[src/brle_pkg.sv]
// shared types and constants for the bmp rle8 stream decoder
// no dependencies

package brle_pkg;

   localparam int QUEUE_DEPTH = 2;

   typedef struct packed {
      logic [7:0] pixel_value;
      logic [7:0] run_length;
      logic       end_of_bitmap;
   } brle_run_type;

endpackage

[src/brle_front.sv]
// front parser: accepts encoded bytes and classifies them into run descriptors
// depends on brle_pkg

module brle_front (
   input  logic                  clock,
   input  logic                  reset,
   input  logic                  req_valid,
   output logic                  req_ready,
   input  logic [7:0]            req_enc_byte,
   input  logic                  req_frame_start,
   input  logic                  q_full,
   output logic                  q_push,
   output brle_pkg::brle_run_type q_data
);

   localparam logic [2:0] PH_COUNT   = 3'd0;
   localparam logic [2:0] PH_VALUE   = 3'd1;
   localparam logic [2:0] PH_ESCAPE  = 3'd2;
   localparam logic [2:0] PH_LITERAL = 3'd3;
   localparam logic [2:0] PH_PAD     = 3'd4;
   localparam logic [2:0] PH_SKIP    = 3'd5;
   localparam logic [2:0] PH_STOPPED = 3'd6;

   localparam logic [7:0] ESC_EOL   = 8'd0;
   localparam logic [7:0] ESC_EOB   = 8'd1;
   localparam logic [7:0] ESC_DELTA = 8'd2;

   logic [2:0] phase_ff, phase_in;
   logic [7:0] held_ff, held_in;
   logic [7:0] lit_ff, lit_in;
   logic       pad_ff, pad_in;
   logic [1:0] skip_ff, skip_in;

   logic [2:0] phase_cur;
   logic [7:0] held_cur;
   logic [7:0] lit_cur;
   logic [7:0] lit_dec;
   logic       pad_cur;
   logic [1:0] skip_cur;
   logic [1:0] skip_dec;
   logic       emit;
   logic       accept;

   assign req_ready = !q_full;
   assign accept    = req_valid && req_ready;
   assign q_push    = accept && emit;

   always_comb begin
      phase_cur = req_frame_start ? PH_COUNT : phase_ff;
      held_cur  = req_frame_start ? 8'd0 : held_ff;
      lit_cur   = req_frame_start ? 8'd0 : lit_ff;
      pad_cur   = req_frame_start ? 1'b0 : pad_ff;
      skip_cur  = req_frame_start ? 2'd0 : skip_ff;
      lit_dec   = lit_cur - 8'd1;
      skip_dec  = skip_cur - 2'd1;

      phase_in = phase_cur;
      held_in  = held_cur;
      lit_in   = lit_cur;
      pad_in   = pad_cur;
      skip_in  = skip_cur;
      emit     = 1'b0;
      q_data   = '{pixel_value: 8'd0, run_length: 8'd0, end_of_bitmap: 1'b0};

      case (phase_cur)
         PH_VALUE: begin
            emit     = 1'b1;
            q_data   = '{pixel_value: req_enc_byte, run_length: held_cur,
                         end_of_bitmap: 1'b0};
            held_in  = 8'd0;
            phase_in = PH_COUNT;
         end
         PH_ESCAPE: begin
            if (req_enc_byte == ESC_EOL) begin
               phase_in = PH_COUNT;
            end else if (req_enc_byte == ESC_EOB) begin
               phase_in = PH_STOPPED;
               emit     = 1'b1;
               q_data   = '{pixel_value: 8'd0, run_length: 8'd0, end_of_bitmap: 1'b1};
            end else if (req_enc_byte == ESC_DELTA) begin
               skip_in  = 2'd2;
               phase_in = PH_SKIP;
            end else begin
               lit_in   = req_enc_byte;
               pad_in   = req_enc_byte[0];
               phase_in = PH_LITERAL;
            end
         end
         PH_LITERAL: begin
            emit   = 1'b1;
            q_data = '{pixel_value: req_enc_byte, run_length: 8'd1, end_of_bitmap: 1'b0};
            lit_in = lit_dec;
            if (lit_dec == 8'd0) begin
               phase_in = pad_cur ? PH_PAD : PH_COUNT;
               pad_in   = 1'b0;
            end
         end
         PH_PAD: begin
            phase_in = PH_COUNT;
         end
         PH_SKIP: begin
            skip_in = skip_dec;
            if (skip_dec == 2'd0) begin
               phase_in = PH_COUNT;
            end
         end
         PH_STOPPED: begin
            phase_in = PH_STOPPED;
         end
         default: begin
            if (req_enc_byte != 8'd0) begin
               held_in  = req_enc_byte;
               phase_in = PH_VALUE;
            end else begin
               phase_in = PH_ESCAPE;
            end
         end
      endcase
   end

   always_ff @(posedge clock) begin
      if (reset) begin
         phase_ff <= PH_COUNT;
         held_ff  <= 8'd0;
         lit_ff   <= 8'd0;
         pad_ff   <= 1'b0;
         skip_ff  <= 2'd0;
      end else if (accept) begin
         phase_ff <= phase_in;
         held_ff  <= held_in;
         lit_ff   <= lit_in;
         pad_ff   <= pad_in;
         skip_ff  <= skip_in;
      end
   end

endmodule

[src/brle_queue.sv]
// short run descriptor queue between parser and output stage
// depends on brle_pkg

module brle_queue #(
   parameter int DEPTH = brle_pkg::QUEUE_DEPTH
) (
   input  logic                  clock,
   input  logic                  reset,
   input  logic                  push,
   input  brle_pkg::brle_run_type push_data,
   output logic                  full,
   input  logic                  pop,
   output logic                  not_empty,
   output brle_pkg::brle_run_type pop_data
);

   localparam int PTR_W = (DEPTH > 1) ? $clog2(DEPTH) : 1;
   localparam int CNT_W = $clog2(DEPTH + 1);
   localparam logic [PTR_W-1:0] LAST = PTR_W'(DEPTH - 1);
   localparam logic [CNT_W-1:0] FULL_COUNT = CNT_W'(DEPTH);

   brle_pkg::brle_run_type entry_ff [DEPTH];
   logic [PTR_W-1:0] wr_ptr_ff, wr_ptr_in;
   logic [PTR_W-1:0] rd_ptr_ff, rd_ptr_in;
   logic [CNT_W-1:0] count_ff, count_in;
   logic             do_push;
   logic             do_pop;

   assign full      = (count_ff == FULL_COUNT);
   assign not_empty = (count_ff != '0);
   assign do_push   = push && !full;
   assign do_pop    = pop && not_empty;
   assign pop_data  = entry_ff[rd_ptr_ff];

   always_comb begin
      wr_ptr_in = wr_ptr_ff;
      rd_ptr_in = rd_ptr_ff;
      count_in  = count_ff;
      if (do_push) begin
         wr_ptr_in = (wr_ptr_ff == LAST) ? '0 : wr_ptr_ff + 1'b1;
      end
      if (do_pop) begin
         rd_ptr_in = (rd_ptr_ff == LAST) ? '0 : rd_ptr_ff + 1'b1;
      end
      if (do_push && !do_pop) begin
         count_in = count_ff + 1'b1;
      end else if (do_pop && !do_push) begin
         count_in = count_ff - 1'b1;
      end
   end

   always_ff @(posedge clock) begin
      if (reset) begin
         wr_ptr_ff <= '0;
         rd_ptr_ff <= '0;
         count_ff  <= '0;
      end else begin
         wr_ptr_ff <= wr_ptr_in;
         rd_ptr_ff <= rd_ptr_in;
         count_ff  <= count_in;
      end
   end

   always_ff @(posedge clock) begin
      if (do_push) begin
         entry_ff[wr_ptr_ff] <= push_data;
      end
   end

endmodule

[src/brle_back.sv]
// output stage: takes descriptors from the queue and presents them as result beats
// depends on brle_pkg

module brle_back (
   input  logic                  clock,
   input  logic                  reset,
   input  logic                  q_not_empty,
   input  brle_pkg::brle_run_type q_data,
   output logic                  q_pop,
   output logic                  rsp_valid,
   input  logic                  rsp_ready,
   output logic [7:0]            rsp_pixel_value,
   output logic [7:0]            rsp_run_length,
   output logic                  rsp_end_of_bitmap
);

   logic                   valid_ff, valid_in;
   brle_pkg::brle_run_type data_ff;

   assign q_pop    = q_not_empty && (!valid_ff || rsp_ready);
   assign valid_in = q_pop || (valid_ff && !rsp_ready);

   always_ff @(posedge clock) begin
      if (reset) begin
         valid_ff <= 1'b0;
      end else begin
         valid_ff <= valid_in;
      end
   end

   always_ff @(posedge clock) begin
      if (q_pop) begin
         data_ff <= q_data;
      end
   end

   assign rsp_valid         = valid_ff;
   assign rsp_pixel_value   = data_ff.pixel_value;
   assign rsp_run_length    = data_ff.run_length;
   assign rsp_end_of_bitmap = data_ff.end_of_bitmap;

endmodule

[src/bmp_rle8_stream_decoder.sv]
// top level of the bmp rle8 stream decoder: parser, queue and output stage
// depends on brle_pkg, brle_front, brle_queue, brle_back
//
//   channel   direction   ports                                        beat
//   req       in          req_enc_byte, req_frame_start                one encoded byte
//   rsp       out         rsp_pixel_value, rsp_run_length,             one run descriptor
//                         rsp_end_of_bitmap
//
// one byte accepted per cycle while the queue is not full; the parser state is registered
// a descriptor reaches rsp after its byte through the queue entry and then the output register
// req_ready drops only while the queue is full, which happens only after rsp stalls
// synchronous active-high reset clears parser phase, queue and output valid

module bmp_rle8_stream_decoder #(
   parameter int QUEUE_DEPTH = brle_pkg::QUEUE_DEPTH
) (
   input  logic       clock,
   input  logic       reset,
   input  logic       req_valid,
   output logic       req_ready,
   input  logic [7:0] req_enc_byte,
   input  logic       req_frame_start,
   output logic       rsp_valid,
   input  logic       rsp_ready,
   output logic [7:0] rsp_pixel_value,
   output logic [7:0] rsp_run_length,
   output logic       rsp_end_of_bitmap
);

   logic                   q_full;
   logic                   q_push;
   logic                   q_pop;
   logic                   q_not_empty;
   brle_pkg::brle_run_type push_data;
   brle_pkg::brle_run_type pop_data;

   brle_front u_front (
      .clock           (clock),
      .reset           (reset),
      .req_valid       (req_valid),
      .req_ready       (req_ready),
      .req_enc_byte    (req_enc_byte),
      .req_frame_start (req_frame_start),
      .q_full          (q_full),
      .q_push          (q_push),
      .q_data          (push_data)
   );

   brle_queue #(
      .DEPTH (QUEUE_DEPTH)
   ) u_queue (
      .clock     (clock),
      .reset     (reset),
      .push      (q_push),
      .push_data (push_data),
      .full      (q_full),
      .pop       (q_pop),
      .not_empty (q_not_empty),
      .pop_data  (pop_data)
   );

   brle_back u_back (
      .clock             (clock),
      .reset             (reset),
      .q_not_empty       (q_not_empty),
      .q_data            (pop_data),
      .q_pop             (q_pop),
      .rsp_valid         (rsp_valid),
      .rsp_ready         (rsp_ready),
      .rsp_pixel_value   (rsp_pixel_value),
      .rsp_run_length    (rsp_run_length),
      .rsp_end_of_bitmap (rsp_end_of_bitmap)
   );

endmodule
[config.mk]
export PLATFORM = sky130hd
export DESIGN_NAME = bmp_rle8_stream_decoder
export DESIGN_NICKNAME = d
export VERILOG_FILES = /design/src/brle_pkg.sv /design/src/brle_front.sv /design/src/brle_queue.sv /design/src/brle_back.sv /design/src/bmp_rle8_stream_decoder.sv
export SDC_FILE = /design/constraint.sdc
export NUM_CORES = 1
export LEC_CHECK = 0
export BUFFER_PORTS_ARGS = -buffer_cell sky130_fd_sc_hd__buf_2
export CAP_MARGIN = 5
export CORE_UTILIZATION = 40
export DETAILED_ROUTE_END_ITERATION = 8
export GPL_ROUTABILITY_DRIVEN = 0
export PLACE_DENSITY = 0.61
export SETUP_SLACK_MARGIN = 0.5
export SLEW_MARGIN = 10
export SYNTH_ARGS = -nofsm -noshare
export SYNTH_HDL_FRONTEND = slang
export SYNTH_HIERARCHICAL = 1
export SYNTH_SLANG_ARGS = --single-unit
[constraint.sdc]
create_clock -name clock -period 7.9 [get_ports clock]
set_clock_uncertainty 0.05 [all_clocks]
set_input_delay 0.79 -clock clock [delete_from_list [all_inputs] [get_ports clock]]
set_output_delay 0.79 -clock clock [all_outputs]
set_load 0.05 [all_outputs]
==> summary.md, run 1 <==
| Metric | Value |
|---|---|
| Run status | finished with violations |
| Failing checks | DRC |
| CTS tree | done |
| Largest net degree at the start of global routing | 30 |
| Beginning of the critical path | u_front/phase_ff[0]$_SDFFE_PP0P_ |
| CP Max Fanout | 23 |
| GRT Overall Usage | 0.1593 |
| Antenna Cells | 0 |
| Initial antenna violation count | 0 |
| Final hold vios | 0 |
| Largest family of logic cells by synthesized area | simple AND/OR/NAND/NOR gates |
| Mux contribution to synthesized area | 0.05478 |
| Cell family with most CP delay | simple AND/OR/NAND/NOR gates |
| Nets | 362 |
| Post-CTS setup buffers | 0 |
| Synth Area in Adders | 0.01361 |
| Most used flip-flop cell after synthesis | edfxtp_1 |
| Vias after detailed routing | 2554 |
| Max_cap viols | 0 |
| Die height | 97.88 um |
| Synthesized area per cell | 11.46 um^2 |
| Commonest non-fill, non-tap cell in the layout | edfxtp_1 |
| Fmax | 0.3009 GHz |
| Slew Limit Fails | 0 |
| Unrepaired setup endpoints after global routing | false |
| Element type at the critical path end | flop |
| Number of global-route vias before repair | 2330 |
| Post-DP HPWL | 4934 um |
| Yosys Warn Count | 6 |
| Power per cell area | 226.1 mW/mm^2 |
| CTS Buf Count | 9 |
| Drt pass-1 iters | 7 |
| DRC errors left | 3 |
| Filler cell count | 806 |
| Total global routing overflow | 0 |
| Crit path buffers/inverters | 2 |
| Fin cells | 458 |
| R2R Path Start | u_front/phase_ff[0]$_SDFFE_PP0P_ |
| Share of layout cells above drive strength 1 | 0.2286 |
| Syn_nets | 338 |
| Root Driver | clkbuf_8 |
| Seq/Total Area, Yosys | 0.5689 |
| Most frequent cells in the layout | edfxtp_1, buf_2, dfxtp_1 |
| Die ar. | 0.009580 mm^2 |
| Cell breakdown of the critical path | nor4b_4 -> and3_1 -> and3_1 -> o21a_1 -> inv_1 -> or3_1 -> inv_1 |
| CTS Buffer Depth | 2 |
| Area Growth Syn to Fin | 11.30% |
| Syn Inst Count | 321 |
| Compound-Gate Fraction of Synth Area | 0.1378 |
| Setup tns final | 0 ps |
| Worst Tran Pin Value | 763.7 ps |
| Multi-input gate area | 0.001465 mm^2 |
| # rows | 34 |
| Number of flops mapped to enable cells by yosys | 51 |
| Min cycle time layout | 3323 ps |
| Port Buf Inserts | 31 |
| Sink Count | 79 |
| Max H-tree Level | 3 |
| Hold_sp | u_front/held_ff[7]$_SDFFE_PP0P_ |
| Peak supply drop | 102.9 uV |
| Post-route clock period utilization | 0.4206 |
| Lkg Pwr | 0.001501 uW |
| Hold Crit Class | flop to flop |
| Initial core utilization | 0.4176 |
| Yosys reg bits | 79 |
| Max incr delay on CP | 630 ps |
| Hold buffer count at cts | 0 |
| Die width | 97.88 um |
| Synth Area in Simple Gates | 0.1756 |
| Clk_lat worst skew | 350 ps |
| First-pass GRT wire length | 11880 um |
| Antenna Nets Post-Route | 0 |
| Routed vias/inst | 5.576 |
| Type of origin of the critical path | flop |
| WP data required | 7830 ps |
| WP data arrival | 3250 ps |
| Post-layout util | 0.4648 |
| Critical path class | flop to flop |
| Final wirelength | 7408 um |
| Cts repair resizes | 0 |
| Placed insts | 442 |
| Max transition margin | 0.4902 |
| Iter 0 DRT Violations | 202 |
| DR WL/cell | 16.17 um |
| Post-synthesis xor/xnor area fraction | 0.01667 |
| # IOs | 32 |
| Post-synthesis cell area | 0.003677 mm^2 |
| Clk pin slew, worst setup/hold paths | 90 ps |
| FF+latch area | 0.002092 mm^2 |
| Ys async rst share | 0 |
| Netlist cell types | 62 |
| # setup viols final | 0 |
| Core area | 0.008806 mm^2 |
| Slowest-stage cell, CP | nor4b_4 |
[per-layer routing]
metal | up-vias | wire length, um | global-route usage
met4 | 0 | 93 | 0.06177
met1 | 1212 | 3458 | 0.2138
met2 | 89 | 3424 | 0.2514
met3 | 9 | 431 | 0.03508
met5 | - | 0 | 0
li1 | 1244 | - | -
[area by class of cell]
cell class | instances | area share
Multi-Input combinational cell | 214 | 0.3580
Inverter | 9 | 0.008254
Sequential cell | 79 | 0.5112
Clock inverter | 7 | 0.01957
Timing Repair Buffer | 32 | 0.03974
Tap cell | 108 | 0.03302
Clock buffer | 9 | 0.03027
[flip-flops by register name, indices dropped and copies added, names as in the netlist, named ones only]
| signal | count |
|---|---|
| u_front/phase_ff | 3 |
| u_back/rsp_pixel_value | 8 |
| u_back/rsp_valid | 1 |
| u_front/held_ff | 8 |
| u_queue/entry_ff | 34 |
| u_front/pad_ff | 1 |
| u_queue/count_ff | 2 |
| u_front/lit_ff | 8 |
| u_queue/rd_ptr_ff | 1 |
| u_front/skip_ff | 2 |
| u_queue/wr_ptr_ff | 1 |
| u_back/rsp_end_of_bitmap | 1 |
| u_back/rsp_run_length | 8 |
[cell families (layout without fill, tap and decap cells)]
group,Yosys count,count (layout)
buffers and inverters,28,57
and+or+nand+nor,107,107
AOI/OAI and AO/OA,78,78
adders and majority gates,4,4
muxes,18,18
DFF,79,79
xor gates and xnor gates,7,7
[tightest hold or removal path: cells and delay by family (launching register included)]
| family | cells | cell delay, ps |
|---|---|---|
| compound gates | 2 | 120 |
| flops | 1 | 310 |
[cells in the mapped netlist (5+ instances only)]
master,n,area share
edfxtp_1,51,0.42
dfxtp_1,28,0.15
a21oi_1,24,0.033
nand2_1,22,0.022
o21ai_0,22,0.030
nor2_1,21,0.021
mux2_2,17,0.052
clkbuf_1,14,0.014
and2_1,10,0.017
and3_1,10,0.017
inv_1,9,0.0092
nand3_1,5,0.0068
nor2b_1,5,0.0085
nor3_1,5,0.0068
xor2_1,5,0.012
[power breakdown]
part / internal, uW / switching (uW)
sequential: 462 / 16.7
clock: 149 / 160
combinational: 43.8 / 93.7
total: 655 / 270
[worst paths after layout]
kind	endpoint	slack [ps]	cells past startpoint
setup / recovery	u_queue/entry_ff[0][14]$_DFFE_PP_	4580	7
hold reg to reg	u_front/held_ff[7]$_SDFFE_PP0P_	430	2
setup reg to reg	u_queue/entry_ff[0][14]$_DFFE_PP_	4580	7
hold / removal	u_front/held_ff[7]$_SDFFE_PP0P_	430	2
[per-stage QoR]
stage	power, uW	instance area (um^2)	setup slack (ps)	hold slack [ps]
4_1_cts	933.5	4093	4578	425.5
6_report	925.5	4093	4577	425.3
3_5_place_dp	625.5	3889	4272	412.6
2_1_floorplan	591.9	3677	4886	389.3
5_1_grt	963.6	4093	4348	449.8
3_3_place_gp	624.6	3889	4385	408.0
(Power assumes the default switching activity.)
==> run 2: changes to the inputs <==
PLACE_DENSITY = 0.63   (was 0.61)
clock period = 2.98 ns   (was 7.9 ns; I/O delays follow)
==> run 2 against run 1 <==
Effect of this change:
- the flow still finishes with violations (DRC)
- flip-flop and latch count is the same
- clock-buffer cell count is the same
- non-clock buffer count grew 14
- utilization grew 1.5 points
- via count grew 4.3%
- sequential share of layout area shrank 1.6 points
- wire length grew 4.0%
- combinational power grew to 2.9 times the previous value
- final area grew 3.3%
- critical endpoint is now u_front/pad_ff$_SDFFE_PP0P_
- power grew to 2.6 times the previous value
- sequential power grew to 2.6 times the previous value
- first-iteration DRC count shrank 7.4%
==> summary.md, run 2 (synthesized netlist as in run 1, its figures left out) <==
| Metric | Value |
|---|---|
| Min cycle time layout | 2382 ps |
| R2R Path Start | u_front/phase_ff[2]$_SDFFE_PP0P_ |
| Antenna Nets Post-Route | 0 |
| Initial antenna violation count | 0 |
| Final hold vios | 0 |
| Critical path class | primary input to flop |
| # IOs | 32 |
| CTS tree | done |
| Largest net degree at the start of global routing | 30 |
| Routed vias/inst | 5.646 |
| Root Driver | clkbuf_8 |
| Sink Count | 79 |
| Vias after detailed routing | 2665 |
| Die ar. | 0.009580 mm^2 |
| Area Growth Syn to Fin | 14.94% |
| Power per cell area | 563.7 mW/mm^2 |
| Element type at the critical path end | flop |
| Hold Crit Class | primary input to flop |
| Clk_lat worst skew | 350 ps |
| GRT Overall Usage | 0.1723 |
| Antenna Cells | 0 |
| Worst Tran Pin Value | 769.6 ps |
| Die height | 97.88 um |
| Nets | 376 |
| DR WL/cell | 16.33 um |
| Hold_sp | rsp_ready |
| WP data required | 3210 ps |
| WP data arrival | 2610 ps |
| Post-DP HPWL | 5056 um |
| Max H-tree Level | 3 |
| Final wirelength | 7707 um |
| Slew Limit Fails | 0 |
| DRC errors left | 5 |
| Post-route clock period utilization | 0.7994 |
| Max transition margin | 0.4863 |
| Fmax | 0.4198 GHz |
| CP Max Fanout | 14 |
| Iter 0 DRT Violations | 187 |
| Top reg by flops | u_queue/entry_ff |
| Drt pass-1 iters | 6 |
| # setup viols final | 0 |
| Run status | finished with violations |
| CTS Buffer Depth | 2 |
| Clk pin slew, worst setup/hold paths | 90 ps |
| Die width | 97.88 um |
| Lkg Pwr | 0.001556 uW |
| Commonest non-fill, non-tap cell in the layout | edfxtp_1 |
| Most frequent cells in the layout | edfxtp_1, buf_2, dfxtp_1 |
| Max_cap viols | 0 |
| Setup tns final | 0 ps |
| Unrepaired setup endpoints after global routing | false |
| Peak supply drop | 190.6 uV |
| First-pass GRT wire length | 12830 um |
| Port Buf Inserts | 31 |
| Beginning of the critical path | req_frame_start |
| Total power draw | 2383 uW |
| CTS Buf Count | 9 |
| Initial core utilization | 0.4176 |
| Total global routing overflow | 0 |
| Number of global-route vias before repair | 2513 |
| Max reg flops | 34 |
| # rows | 34 |
| Core area | 0.008806 mm^2 |
| Filler cell count | 807 |
| Share of layout cells above drive strength 1 | 0.2830 |
| Type of origin of the critical path | primary input |
| Failing checks | DRC |
-- run 2: cell count changes in the layout (fill, tap and decap cells not counted), sizes merged --
cell,change
clkinv,+1
buf,+14
bufinv,-1
-- run 2: cell type report --
type | count | area [um^2] | share of cell area
timing repair buffer | 46 | 280.3 | 0.06631
multi-input combinational | 214 | 1499 | 0.3546
clock buffer | 9 | 123.9 | 0.02931
inverter | 9 | 41.29 | 0.009769
tap | 108 | 135.1 | 0.03197
clock inverter | 7 | 53.80 | 0.01273
sequential | 79 | 2093 | 0.4953
-- run 2: routing by layer --
metal  track usage  routed length (um)
met1        0.2291                3577
met2        0.2671                3608
met3       0.03865                 342
met4       0.08159                 179
met5             0                   0
-- run 2: path summary, 6_finish.rpt --
| check | slack, ps | end | depth (start not counted) |
|---|---|---|---|
| max | 600 | u_front/pad_ff$_SDFFE_PP0P_ | 9 |
| min | 180 | u_back/rsp_valid$_SDFF_PP0_ | 3 |
| max reg2reg | 640 | u_queue/count_ff[1]$_SDFFE_PP0P_ | 9 |
| min reg2reg | 420 | u_front/pad_ff$_SDFFE_PP0P_ | 2 |
-- run 2: timing repair --
action	CTS	global route
pin swaps	0	1
setup endpoints to repair	35	22
hold buffers	0	0
resized for setup	3	6
setup buffers	3	5
-- run 2: worst max-delay path, cell delays in order --
cell        delay (ps)
buf_2              310
clkinvlp_4         230
nand2_1            180
ha_1               210
or3b_4             410
or4_4              450
a41oi_2            270
o41ai_2             90
a21oi_1            160
-- run 2: through the flow --
stage	cells	worst slack (ps)	utilization	hold WS (ps)	cell area, um^2
2_1_floorplan	321	507.7	-	310.4	3689
3_3_place_gp	448	308.0	0.4479	405.1	3944
3_5_place_dp	448	231.7	0.4479	407.0	3944
4_1_cts	467	579.3	0.4726	151.9	4161
5_1_grt	472	497.8	0.4800	170.0	4227
6_report	472	597.8	0.4800	176.8	4227
-- run 2: power by group --
| part | switching [uW] | total (uW) | internal [uW] |
|---|---|---|---|
| Sequential | 33.3 | 1260 | 1220 |
| Clock | 415 | 726 | 311 |
| Combinational | 268 | 398 | 130 |
